[config.mk]
export PLATFORM = sky130hd
export DESIGN_NAME = i2c_master_interrupt_sequencer
export DESIGN_NICKNAME = d
export VERILOG_FILES = /design/src/hdl/i2cms_pkg.sv /design/src/hdl/i2cms_core.sv /design/src/hdl/i2cms_out.sv /design/src/hdl/i2c_master_interrupt_sequencer.sv
export SDC_FILE = /design/constraint.sdc
export NUM_CORES = 1
export LEC_CHECK = 0
export BUFFER_PORTS_ARGS = -buffer_cell sky130_fd_sc_hd__buf_2
export CAP_MARGIN = 20
export CORE_UTILIZATION = 40
export DETAILED_ROUTE_END_ITERATION = 7
export GPL_ROUTABILITY_DRIVEN = 0
export HOLD_SLACK_MARGIN = 0.12
export PLACE_DENSITY = 0.68
export SLEW_MARGIN = 15
export SYNTH_ARGS = -nofsm -noshare
export SYNTH_HDL_FRONTEND = slang
export SYNTH_SLANG_ARGS = --single-unit
[constraint.sdc]
create_clock -name clk -period 15.15 [get_ports clk]
set_clock_uncertainty 0.15 [all_clocks]
set_input_delay 3.03 -clock clk [delete_from_list [all_inputs] [get_ports clk]]
set_output_delay 3.03 -clock clk [all_outputs]
set_load 0.005 [all_outputs]
[src/hdl/i2cms_pkg.sv]
// shared types and constants for the i2c master interrupt sequencer
// no dependencies; used by every module of the block
`timescale 1ns / 1ps

package i2cms_pkg;

  localparam int LEN_BITS = 16;
  localparam int NSLOT    = 4;   // result slots per word; a word raises at most three
  localparam int CNT_BITS = $clog2(NSLOT + 1);
  localparam int IDX_BITS = $clog2(NSLOT);

  typedef logic [LEN_BITS-1:0] len_t;
  typedef logic [CNT_BITS-1:0] cnt_t;
  typedef logic [IDX_BITS-1:0] idx_t;

  typedef enum logic [1:0] {
    MODE_READY = 2'd0,
    MODE_TX    = 2'd1,
    MODE_RX    = 2'd2
  } mode_t;

  localparam logic [2:0] KIND_START    = 3'd0;
  localparam logic [2:0] KIND_DR_WRITE = 3'd1;
  localparam logic [2:0] KIND_RX_BYTE  = 3'd2;
  localparam logic [2:0] KIND_TX_DONE  = 3'd3;
  localparam logic [2:0] KIND_STOPF    = 3'd4;

  localparam logic FUNC_START = 1'b0;

  localparam int FLAG_SB    = 0;
  localparam int FLAG_BTF   = 2;
  localparam int FLAG_STOPF = 3;
  localparam int FLAG_TXE   = 4;
  localparam int FLAG_RXNE  = 5;
  localparam int FLAG_MSL   = 6;

  typedef struct packed {
    logic [2:0] kind;
    logic [7:0] data_byte;
    logic [1:0] prior_state;
    logic       generate_start;
    logic       generate_stop;
    logic       clear_ack;
    logic       set_ack;
    logic       rx_done;
  } result_t;

  typedef struct packed {
    result_t [NSLOT-1:0] slot;
    cnt_t                cnt;
  } group_t;

endpackage

[src/hdl/i2cms_core.sv]
// transfer state registers and single-pass word decode into a result group
// depends on i2cms_pkg
`timescale 1ns / 1ps

module i2cms_core (
  input  logic                  clk,
  input  logic                  rst,
  input  logic                  accept,
  input  logic                  cfg_write,
  input  logic                  cfg_data,
  input  logic                  func,
  input  logic                  dir,
  input  logic [6:0]            slave_addr,
  input  logic [15:0]           length,
  input  logic                  repeated_start,
  input  logic [6:0]            status_flags,
  input  logic [7:0]            tx_byte,
  input  logic [7:0]            rx_byte,
  output i2cms_pkg::group_t     grp
);

  i2cms_pkg::mode_t transfer_mode, transfer_mode_next;
  logic [6:0]       target_address, target_address_next;
  i2cms_pkg::len_t  bytes_left, bytes_left_next;
  i2cms_pkg::len_t  transfer_size, transfer_size_next;
  logic             hold_bus, hold_bus_next;
  logic             events_enabled, events_enabled_next;
  logic             ack_enable;

  i2cms_pkg::result_t [i2cms_pkg::NSLOT-1:0] cand;
  logic [i2cms_pkg::NSLOT-1:0]               cand_v;

  always_ff @(posedge clk) begin
    if (rst) begin
      transfer_mode  <= i2cms_pkg::MODE_READY;
      target_address <= '0;
      bytes_left     <= '0;
      transfer_size  <= '0;
      hold_bus       <= 1'b0;
      events_enabled <= 1'b0;
      ack_enable     <= 1'b1;
    end else begin
      if (accept) begin
        transfer_mode  <= transfer_mode_next;
        target_address <= target_address_next;
        bytes_left     <= bytes_left_next;
        transfer_size  <= transfer_size_next;
        hold_bus       <= hold_bus_next;
        events_enabled <= events_enabled_next;
      end
      if (cfg_write) begin
        ack_enable <= cfg_data;
      end
    end
  end

  always_comb begin
    logic            idle;
    logic            master;
    logic            got;
    logic            clr;
    i2cms_pkg::len_t bl_rx;
    i2cms_pkg::cnt_t n;

    transfer_mode_next  = transfer_mode;
    target_address_next = target_address;
    bytes_left_next     = bytes_left;
    transfer_size_next  = transfer_size;
    hold_bus_next       = hold_bus;
    events_enabled_next = events_enabled;
    cand   = '0;
    cand_v = '0;
    idle   = (transfer_mode != i2cms_pkg::MODE_TX) && (transfer_mode != i2cms_pkg::MODE_RX);
    master = status_flags[i2cms_pkg::FLAG_MSL];
    got    = (transfer_size != '0);
    clr    = (transfer_size > i2cms_pkg::len_t'(1)) && (bytes_left == i2cms_pkg::len_t'(2));
    bl_rx  = (got && bytes_left != '0) ? bytes_left - i2cms_pkg::len_t'(1) : bytes_left;

    if (func == i2cms_pkg::FUNC_START) begin
      cand_v[0]              = 1'b1;
      cand[0].kind           = i2cms_pkg::KIND_START;
      cand[0].prior_state    = transfer_mode;
      cand[0].generate_start = idle;
      if (idle) begin
        transfer_mode_next  = dir ? i2cms_pkg::MODE_RX : i2cms_pkg::MODE_TX;
        target_address_next = slave_addr;
        bytes_left_next     = i2cms_pkg::len_t'(length);
        if (dir) begin
          transfer_size_next = i2cms_pkg::len_t'(length);
        end
        hold_bus_next       = repeated_start;
        events_enabled_next = 1'b1;
      end
    end else if (events_enabled) begin
      // address byte with r/w bit
      if (status_flags[i2cms_pkg::FLAG_SB] && !idle) begin
        cand_v[0]         = 1'b1;
        cand[0].kind      = i2cms_pkg::KIND_DR_WRITE;
        cand[0].data_byte = {target_address, transfer_mode == i2cms_pkg::MODE_RX};
      end
      // btf closes a write only with txe set and nothing left
      if (status_flags[i2cms_pkg::FLAG_BTF] && status_flags[i2cms_pkg::FLAG_TXE] &&
          transfer_mode == i2cms_pkg::MODE_TX && bytes_left == '0) begin
        cand_v[1]             = 1'b1;
        cand[1].kind          = i2cms_pkg::KIND_TX_DONE;
        cand[1].generate_stop = !hold_bus;
        transfer_mode_next    = i2cms_pkg::MODE_READY;
        bytes_left_next       = '0;
        events_enabled_next   = 1'b0;
      end
      if (status_flags[i2cms_pkg::FLAG_STOPF]) begin
        cand_v[2]    = 1'b1;
        cand[2].kind = i2cms_pkg::KIND_STOPF;
      end
      // tx needs bytes left, so it never meets the btf close
      if (status_flags[i2cms_pkg::FLAG_TXE] && master &&
          transfer_mode == i2cms_pkg::MODE_TX && bytes_left != '0) begin
        cand_v[3]         = 1'b1;
        cand[3].kind      = i2cms_pkg::KIND_DR_WRITE;
        cand[3].data_byte = tx_byte;
        bytes_left_next   = bytes_left - i2cms_pkg::len_t'(1);
      end
      if (status_flags[i2cms_pkg::FLAG_RXNE] && master &&
          transfer_mode == i2cms_pkg::MODE_RX) begin
        bytes_left_next = bl_rx;
        if (bl_rx == '0) begin
          cand_v[3]             = 1'b1;
          cand[3].kind          = i2cms_pkg::KIND_RX_BYTE;
          cand[3].data_byte     = got ? rx_byte : 8'd0;
          cand[3].generate_stop = !hold_bus;
          cand[3].clear_ack     = clr;
          cand[3].set_ack       = ack_enable;
          cand[3].rx_done       = 1'b1;
          transfer_mode_next    = i2cms_pkg::MODE_READY;
          transfer_size_next    = '0;
          events_enabled_next   = 1'b0;
        end else if (got) begin
          cand_v[3]         = 1'b1;
          cand[3].kind      = i2cms_pkg::KIND_RX_BYTE;
          cand[3].data_byte = rx_byte;
          cand[3].clear_ack = clr;
        end
      end
    end

    // pack the raised results in handler order
    n   = '0;
    grp = '0;
    for (int i = 0; i < i2cms_pkg::NSLOT; i++) begin
      if (cand_v[i]) begin
        grp.slot[n[i2cms_pkg::IDX_BITS-1:0]] = cand[i];
        n = n + i2cms_pkg::cnt_t'(1);
      end
    end
    grp.cnt = n;
  end

endmodule

[src/hdl/i2cms_out.sv]
// result group register and output serialiser, one word per cycle while out_ready is high
// depends on i2cms_pkg
`timescale 1ns / 1ps

module i2cms_out (
  input  logic               clk,
  input  logic               rst,
  input  logic               load,
  input  i2cms_pkg::group_t  grp,
  output logic               can_load,
  output logic               out_valid,
  input  logic               out_ready,
  output logic [2:0]         kind,
  output logic [7:0]         data_byte,
  output logic [1:0]         prior_state,
  output logic               generate_start,
  output logic               generate_stop,
  output logic               clear_ack,
  output logic               set_ack,
  output logic               rx_done,
  output logic               last
);

  i2cms_pkg::group_t  held;
  logic               held_valid, held_valid_next;
  i2cms_pkg::idx_t    idx, idx_next;
  i2cms_pkg::result_t cur;
  logic               take;

  assign cur       = held.slot[idx];
  assign last      = ({1'b0, idx} == held.cnt - i2cms_pkg::cnt_t'(1));
  assign out_valid = held_valid;
  assign take      = held_valid && out_ready;
  // the group register frees as its final word leaves
  assign can_load  = !held_valid || (take && last);

  assign kind           = cur.kind;
  assign data_byte      = cur.data_byte;
  assign prior_state    = cur.prior_state;
  assign generate_start = cur.generate_start;
  assign generate_stop  = cur.generate_stop;
  assign clear_ack      = cur.clear_ack;
  assign set_ack        = cur.set_ack;
  assign rx_done        = cur.rx_done;

  always_comb begin
    held_valid_next = held_valid;
    idx_next        = idx;
    if (take) begin
      if (last) begin
        held_valid_next = 1'b0;
        idx_next        = '0;
      end else begin
        idx_next = idx + i2cms_pkg::idx_t'(1);
      end
    end
    if (load) begin
      held_valid_next = 1'b1;
      idx_next        = '0;
    end
  end

  always_ff @(posedge clk) begin
    if (rst) begin
      held_valid <= 1'b0;
      idx        <= '0;
    end else begin
      held_valid <= held_valid_next;
      idx        <= idx_next;
    end
  end

  always_ff @(posedge clk) begin
    if (load) begin
      held <= grp;
    end
  end

endmodule

[src/hdl/i2c_master_interrupt_sequencer.sv]
// channel    | handshake            | payload
// in         | in_valid / in_ready  | func dir slave_addr length repeated_start
//            |                      | status_flags tx_byte rx_byte
// out        | out_valid / out_ready| kind data_byte prior_state generate_start
//            |                      | generate_stop clear_ack set_ack rx_done last
// cfg        | cfg_valid / cfg_ready| cfg_data (ack_enable)
//
// a word is decoded in the cycle it is accepted; its results appear from the next cycle
// one word per cycle while each raises at most one result and out_ready holds; a word
// with several results keeps the input stalled while the output serialiser drains them
// a word raising no result loads nothing; cfg writes are taken every cycle
// synchronous reset returns to ready with events disabled and ack_enable set
// top level: depends on i2cms_pkg, i2cms_core, i2cms_out
`timescale 1ns / 1ps

module i2c_master_interrupt_sequencer (
  input  logic        clk,
  input  logic        rst,
  input  logic        in_valid,
  output logic        in_ready,
  input  logic        func,
  input  logic        dir,
  input  logic [6:0]  slave_addr,
  input  logic [15:0] length,
  input  logic        repeated_start,
  input  logic [6:0]  status_flags,
  input  logic [7:0]  tx_byte,
  input  logic [7:0]  rx_byte,
  output logic        out_valid,
  input  logic        out_ready,
  output logic [2:0]  kind,
  output logic [7:0]  data_byte,
  output logic [1:0]  prior_state,
  output logic        generate_start,
  output logic        generate_stop,
  output logic        clear_ack,
  output logic        set_ack,
  output logic        rx_done,
  output logic        last,
  input  logic        cfg_valid,
  output logic        cfg_ready,
  input  logic        cfg_data
);

  i2cms_pkg::group_t grp;
  logic              accept;
  logic              can_load;

  assign in_ready  = can_load;
  assign accept    = in_valid && in_ready;
  assign cfg_ready = 1'b1;

  i2cms_core u_core (
    .clk            (clk),
    .rst            (rst),
    .accept         (accept),
    .cfg_write      (cfg_valid && cfg_ready),
    .cfg_data       (cfg_data),
    .func           (func),
    .dir            (dir),
    .slave_addr     (slave_addr),
    .length         (length),
    .repeated_start (repeated_start),
    .status_flags   (status_flags),
    .tx_byte        (tx_byte),
    .rx_byte        (rx_byte),
    .grp            (grp)
  );

  i2cms_out u_out (
    .clk            (clk),
    .rst            (rst),
    .load           (accept && grp.cnt != '0),
    .grp            (grp),
    .can_load       (can_load),
    .out_valid      (out_valid),
    .out_ready      (out_ready),
    .kind           (kind),
    .data_byte      (data_byte),
    .prior_state    (prior_state),
    .generate_start (generate_start),
    .generate_stop  (generate_stop),
    .clear_ack      (clear_ack),
    .set_ack        (set_ack),
    .rx_done        (rx_done),
    .last           (last)
  );

endmodule

## Yosys cells after proc, flatten, opt, wreduce, memory -nomap -nowiden

Cells that the tools add are included.

| word-level totals | value |
|---|---|
| input bits | 55 |
| output and inout port bits | 22 |
| flip-flop bits (word level) | 122 |
| word-level logic and storage cells | 191 |

| cells by class | value |
|---|---|
| reductions and logical operators | 39 |
| order comparisons | 8 |
| bitwise operators | 1 |
| $add $sub $neg | 6 |
| muxes and demuxes | 85 |
| eq/ne operators | 10 |

Operator list:

| kind | count |
|---|---|
| bitwise mux 72 bit | 3 |
| two-way mux 72 bit | 3 |
| two-way mux 16 bit | 13 |
| demux 18 bit (select 2 bit) | 3 |
| two-way mux 18 bit | 5 |
| two-way mux 11 bit | 5 |
| binary-select mux 18 bit (select 2 bit) | 1 |
| logical NOT 16 bit | 2 |
| nonzero test 16 bit | 2 |
| two-way mux 3 bit | 9 |
| two-way mux 1 bit | 24 |
| two-way mux 2 bit | 10 |
| logical AND 1 bit | 19 |
| two-way mux 9 bit | 2 |
| equality test 16 x 2 -> 1 bit, second input constant | 1 |
| > comparator 16 x 1 -> 1 bit, second input constant | 1 |
| two-way mux 8 bit | 2 |
| subtractor 16 x 1 -> 16 bit, second input constant | 1 |
| two-way mux 7 bit | 2 |
| two-way mux 10 bit | 1 |
| less-than comparator 2 x 3 -> 1 bit, second input constant | 3 |
| two-way mux 4 bit | 2 |
| inequality test 2 x 1 -> 1 bit, second input constant | 4 |
| nonzero test 2 bit | 4 |
| other kinds (21) | 27 |

## Logic depth before layout (Yosys ltp)

| depth | value |
|---|---|
| depth after elaboration | 20 |
| gate-level depth with buffers | 20 |
| depth with buffers taken out | 20 |

## Modules after synthesis

A second synthesis with hierarchy kept.

| second synthesis, totals | value |
|---|---|
| cells, all modules | 641 |
| area total of the unflattened synthesis | 6695.2 um^2 |

By module, submodules not included:

| module | cells each | seq. area each (um^2) | times used | area each (um^2) |
|---|---|---|---|---|
| i2cms_core | 509 | 880.8 | 1 | 3682.3 |
| i2cms_out | 128 | 2312.2 | 1 | 2985.4 |
| i2c_master_interrupt_sequencer | 4 | 0.0 | 1 | 27.5 |

## Worst setup path before layout

No wires, ideal clock.

| path | value |
|---|---|
| kind | input to register |
| from | in func |
| to | reg u_out.held[0] (netlist name) (enable) |
| data required time | 14569 ps |
| library setup time | 431 ps |
| path buffers | 2 |
| stages | 13 |
| setup slack | 7568 ps |
| data arrival time | 7001 ps |
| cells stage by stage | clkbuf_1 clkbuf_1 nand2_1 ha_1 xnor2_1 inv_1 ha_1 inv_1 ha_1 nand3_1 nor2_1 a21oi_1 and2_1 |

| on the way | value |
|---|---|
| cells in the longest elaborated chain, start to end | 10 |
| elaborated cells between the ends (all ways) | 11 |
| classes of those cells | add/sub: 3; mux: 6; reduce/logical: 2 |

Ends and longest elaborated chain:

| what | line | text |
|---|---|---|
| start: declaration | i2c_master_interrupt_sequencer.sv:21 | `input logic func,` |
| two-way mux 1 bit | i2cms_core.sv:79 | `if (func == i2cms_pkg::FUNC_START) begin` |
| two-way mux 1 bit | i2cms_core.sv:150 | `if (cand_v[i]) begin` |
| adder 1 x 1 -> 2 bit | i2cms_core.sv:152 | `n = n + i2cms_pkg::cnt_t'(1);` |
| two-way mux 3 bit | i2cms_core.sv:150 |  |
| adder 3 x 1 -> 3 bit | i2cms_core.sv:152 |  |
| two-way mux 3 bit | i2cms_core.sv:150 |  |
| adder 3 x 1 -> 3 bit | i2cms_core.sv:152 |  |
| two-way mux 3 bit * | i2cms_core.sv:150 |  |
| nonzero test 3 bit * | i2c_master_interrupt_sequencer.sv:73 | `.load (accept && grp.cnt != '0),` |
| logical AND 1 bit * | i2c_master_interrupt_sequencer.sv:73 |  |
| end signal: assignment | i2cms_out.sv:75 | `held <= grp;` |
| end: declaration | i2cms_out.sv:24 | `i2cms_pkg::group_t held;` |

Mark *: on every way between the ends. The rest lies on a longest branch, timed or not.
A chain may end at the register's enable or synchronous reset.

## Worst setup path in the final report

| path | value |
|---|---|
| from | in func |
| to | reg u_out.held[12] (netlist name) (enable) |

Same word-level chain as after synthesis.

==> results.cfg <==
[routing]
vias = 5309
drtIter0Drc = 535
drtAntennaViolNets = 0
post-route-drc-count = 0
avgRoutedWirePerCell_um = 18.0
firstDrtPassIters = 5
vias_per_cell = 5.90
wirelength_um = 16200

[sta]
min_period_over_period = 0.505
worst_slack_ps = 7490
clock.fmax_mhz = 131
rsz0062_at_grt = no
whs_ps = 317
finalHoldViolCount = 0
worst_pin_slew_ps = 1070
slew-limit-headroom = 0.289
setup_viol = 0
setup_tns_ps = 0
drv_slew = 0
period_minus_slack_ps = 7660

[global_routing]
met2_usage = 0.344
grt_pass1_vias = 5057
grt_first_pass_wirelength_um = 26200
top_usage_layer = met2
grtUsageMet3 = 0.0413
grtUsageMet1 = 0.275
antenna_found_initial = 0
grt_max_degree = 67
grt_overflow_total = 0
grt_usage = 0.210

[clocking]
post-cts-setup-buffers = 0
cts-root-buf = clkbuf_16
path_clk_slew_ps = 60
ctsResizeCount = 0
cts_made_buffers = 17
cts_tree = built
clkSinkCount = 113
clk_latency_ps = 420
holdBufCountCts = 0
cts_buffer_depth = 2
ctsHtreeMaxLevel = 4

[die]
core-area_sq_um = 15200
start_util = 0.411
num_rows = 45
die_w_um = 127
dieArea_sq_um = 16100
io_pins = 77
fp.dieH_um = 127

[critical_path]
arrival_ps = 7550
crit_type = in2reg
endpoint = u_out.held[12]
cp-end-kind = flip-flop
cp-startpoint = func
timing.rr.start = u_core.bytes_left[0]
reg2reg_depth = 17
r2r_slack_ps = 9390
start_kind = input port
path_max_fanout = 66
rr_endpoint = u_out.held[12]
cp.required_ps = 15040

[power_and_ir_drop]
totalPowerFinal_mw = 0.899
peakVddDrop_mv = 0.0853
power.density_nw_per_um2 = 123
p_leak_nw = 2.62

[outcome]
status = finished clean

[finish]
drive_gt1_frac = 0.194
antenna_cells = 0
fin_nets = 769
area_delta_synth_final_pct = 17.5

[synthesis]
synth_nets = 711
yosys_register_bits = 113
postSynthAreaPerCell_sq_um = 9.74
synth_edf_count = 66
synth_area_sq_um = 6240
ys_async_sr_fraction = 0
syn_inst = 641
seq_area_frac_synth = 0.468
synth-main-ff-cell = edfxtp_1
ys_warn_count = 0
ys_types = 64

[placement]
portBuffers = 74
dp_hpwl_um = 11200
dp_slack_ps = 7200

[run]
timing.max_cap.violations = 0

[hold_path]
hold_path.class = reg2reg
==> layout make-up <==
| cell class | instances | area (sq um) |
|---|---|---|
| Clock buffer | 17 | 425 |
| Clock inverter | 15 | 196 |
| Fill cell | 1374 | 7870 |
| Inverter | 24 | 90.1 |
| Multi-Input combinational cell | 464 | 3060 |
| Sequential cell | 113 | 2920 |
| Tap cell | 188 | 235 |
| Timing Repair Buffer | 79 | 412 |
==> layout by cell type (no fill, tap or decap), types with 12 or more instances in the layout <==
cell / synthesis / layout
nand3_1: 12 / 12
nor2_1: 71 / 71
nor3_1: 14 / 13
a21oi_1: 52 / 52
mux4_2: 15 / 15
dfxtp_1: 47 / 47
ha_1: 15 / 15
nand2_1: 63 / 63
clkbuf_16: 0 / 17
inv_1: 24 / 24
buf_2: 8 / 74
o21ai_1: 15 / 15
o21ai_0: 31 / 31
edfxtp_1: 66 / 66
==> layer usage <==
metal	vias up	part of all wire	routed length [um]
met5	-	0	0
li1	2529	-	-
met1	2540	0.44	7060
met3	26	0.063	1030
met2	214	0.48	7840
met4	0	0.015	240
==> registers in the layout (all words and copies together), names as in the netlist <==
name / count
u_out.held: 66
u_core.bytes_left: 16
u_core.transfer_size: 16
u_core.ack_enable: 1
u_out.out_valid: 1
u_core.events_enabled: 1
u_core.hold_bus: 1
u_out.idx: 2
u_core.transfer_mode: 2
u_core.target_address: 7
==> power breakdown <==
part           switching [mW]  total, mW  internal, mW
sequential             0.0119      0.353         0.341
combinational          0.0779      0.127        0.0491
clock                   0.156      0.419         0.263
total                   0.246      0.899         0.654
==> worst min-delay path by stage <==
| stage | start | cells after the start | slack [ps] | to |
|---|---|---|---|---|
| after floorplan | u_core.target_address[0] | 2 | 290 | u_core.target_address[0] |
| after global placement | u_core.target_address[3] | 2 | 300 | u_core.target_address[3] |
| after detailed placement | u_core.target_address[2] | 2 | 300 | u_core.target_address[2] |
| after CTS | u_core.target_address[2] | 2 | 310 | u_core.target_address[2] |
| after global routing | u_core.target_address[1] | 2 | 340 | u_core.target_address[1] |
| final | u_core.target_address[4] | 2 | 320 | u_core.target_address[4] |
==> worst max-delay path: stages <==
cell	delay, ps
buf_2	560
nand2_1	430
nor2_1	540
ha_1	400
xnor2_1	480
inv_1	150
ha_1	280
inv_1	150
ha_1	260
nand3_1	90
nor2_1	70
a21oi_1	240
and2_2	190
buf_4	620
==> kinds of logic (layout without fill, tap and decap cells) <==
kind of cell    count (synthesis)  count (layout)  share of synthesized area
compound gates                168             168                      0.168
simple gates                  243             243                      0.202
xor+xnor                       11              11                     0.0154
fa+ha+maj                      15              15                     0.0301
flops                         113             113                      0.468
other cells                     1               1                   0.000601
buf+inv                        64             135                     0.0437
mux                            26              26                     0.0719
==> synth_stat cells (5+ instances only) <==
library cell | instances | area share
nor2_1 | 71 | 0.043
edfxtp_1 | 66 | 0.32
nand2_1 | 63 | 0.038
a21oi_1 | 52 | 0.042
dfxtp_1 | 47 | 0.15
o21ai_0 | 31 | 0.025
inv_1 | 24 | 0.014
clkbuf_1 | 23 | 0.014
ha_1 | 15 | 0.030
mux4_2 | 15 | 0.054
o21ai_1 | 15 | 0.012
nor3_1 | 14 | 0.011
nand3_1 | 12 | 0.0096
and2_1 | 10 | 0.010
and3_1 | 10 | 0.010
mux2i_1 | 10 | 0.016
nor4_1 | 9 | 0.0090
o211ai_1 | 9 | 0.011
or4_1 | 9 | 0.011
xnor2_1 | 9 | 0.013
a211oi_1 | 8 | 0.0096
a32oi_1 | 8 | 0.011
buf_2 | 8 | 0.0064
nand4b_1 | 8 | 0.011
o22ai_1 | 8 | 0.0080
nand4_1 | 6 | 0.0060
a211o_1 | 5 | 0.0070
buf_1 | 5 | 0.0030
nand2b_1 | 5 | 0.0050
nor2b_1 | 5 | 0.0050
==> stage by stage <==
step	std cells	area, sq um	utilization
after floorplan	641	6240	-
after global placement	867	6700	0.441
after detailed placement	867	6700	0.441
after CTS	899	7330	0.482
after global routing	900	7340	0.483
final	900	7340	0.483
No activity file was read; power rests on OpenSTA's default activity.
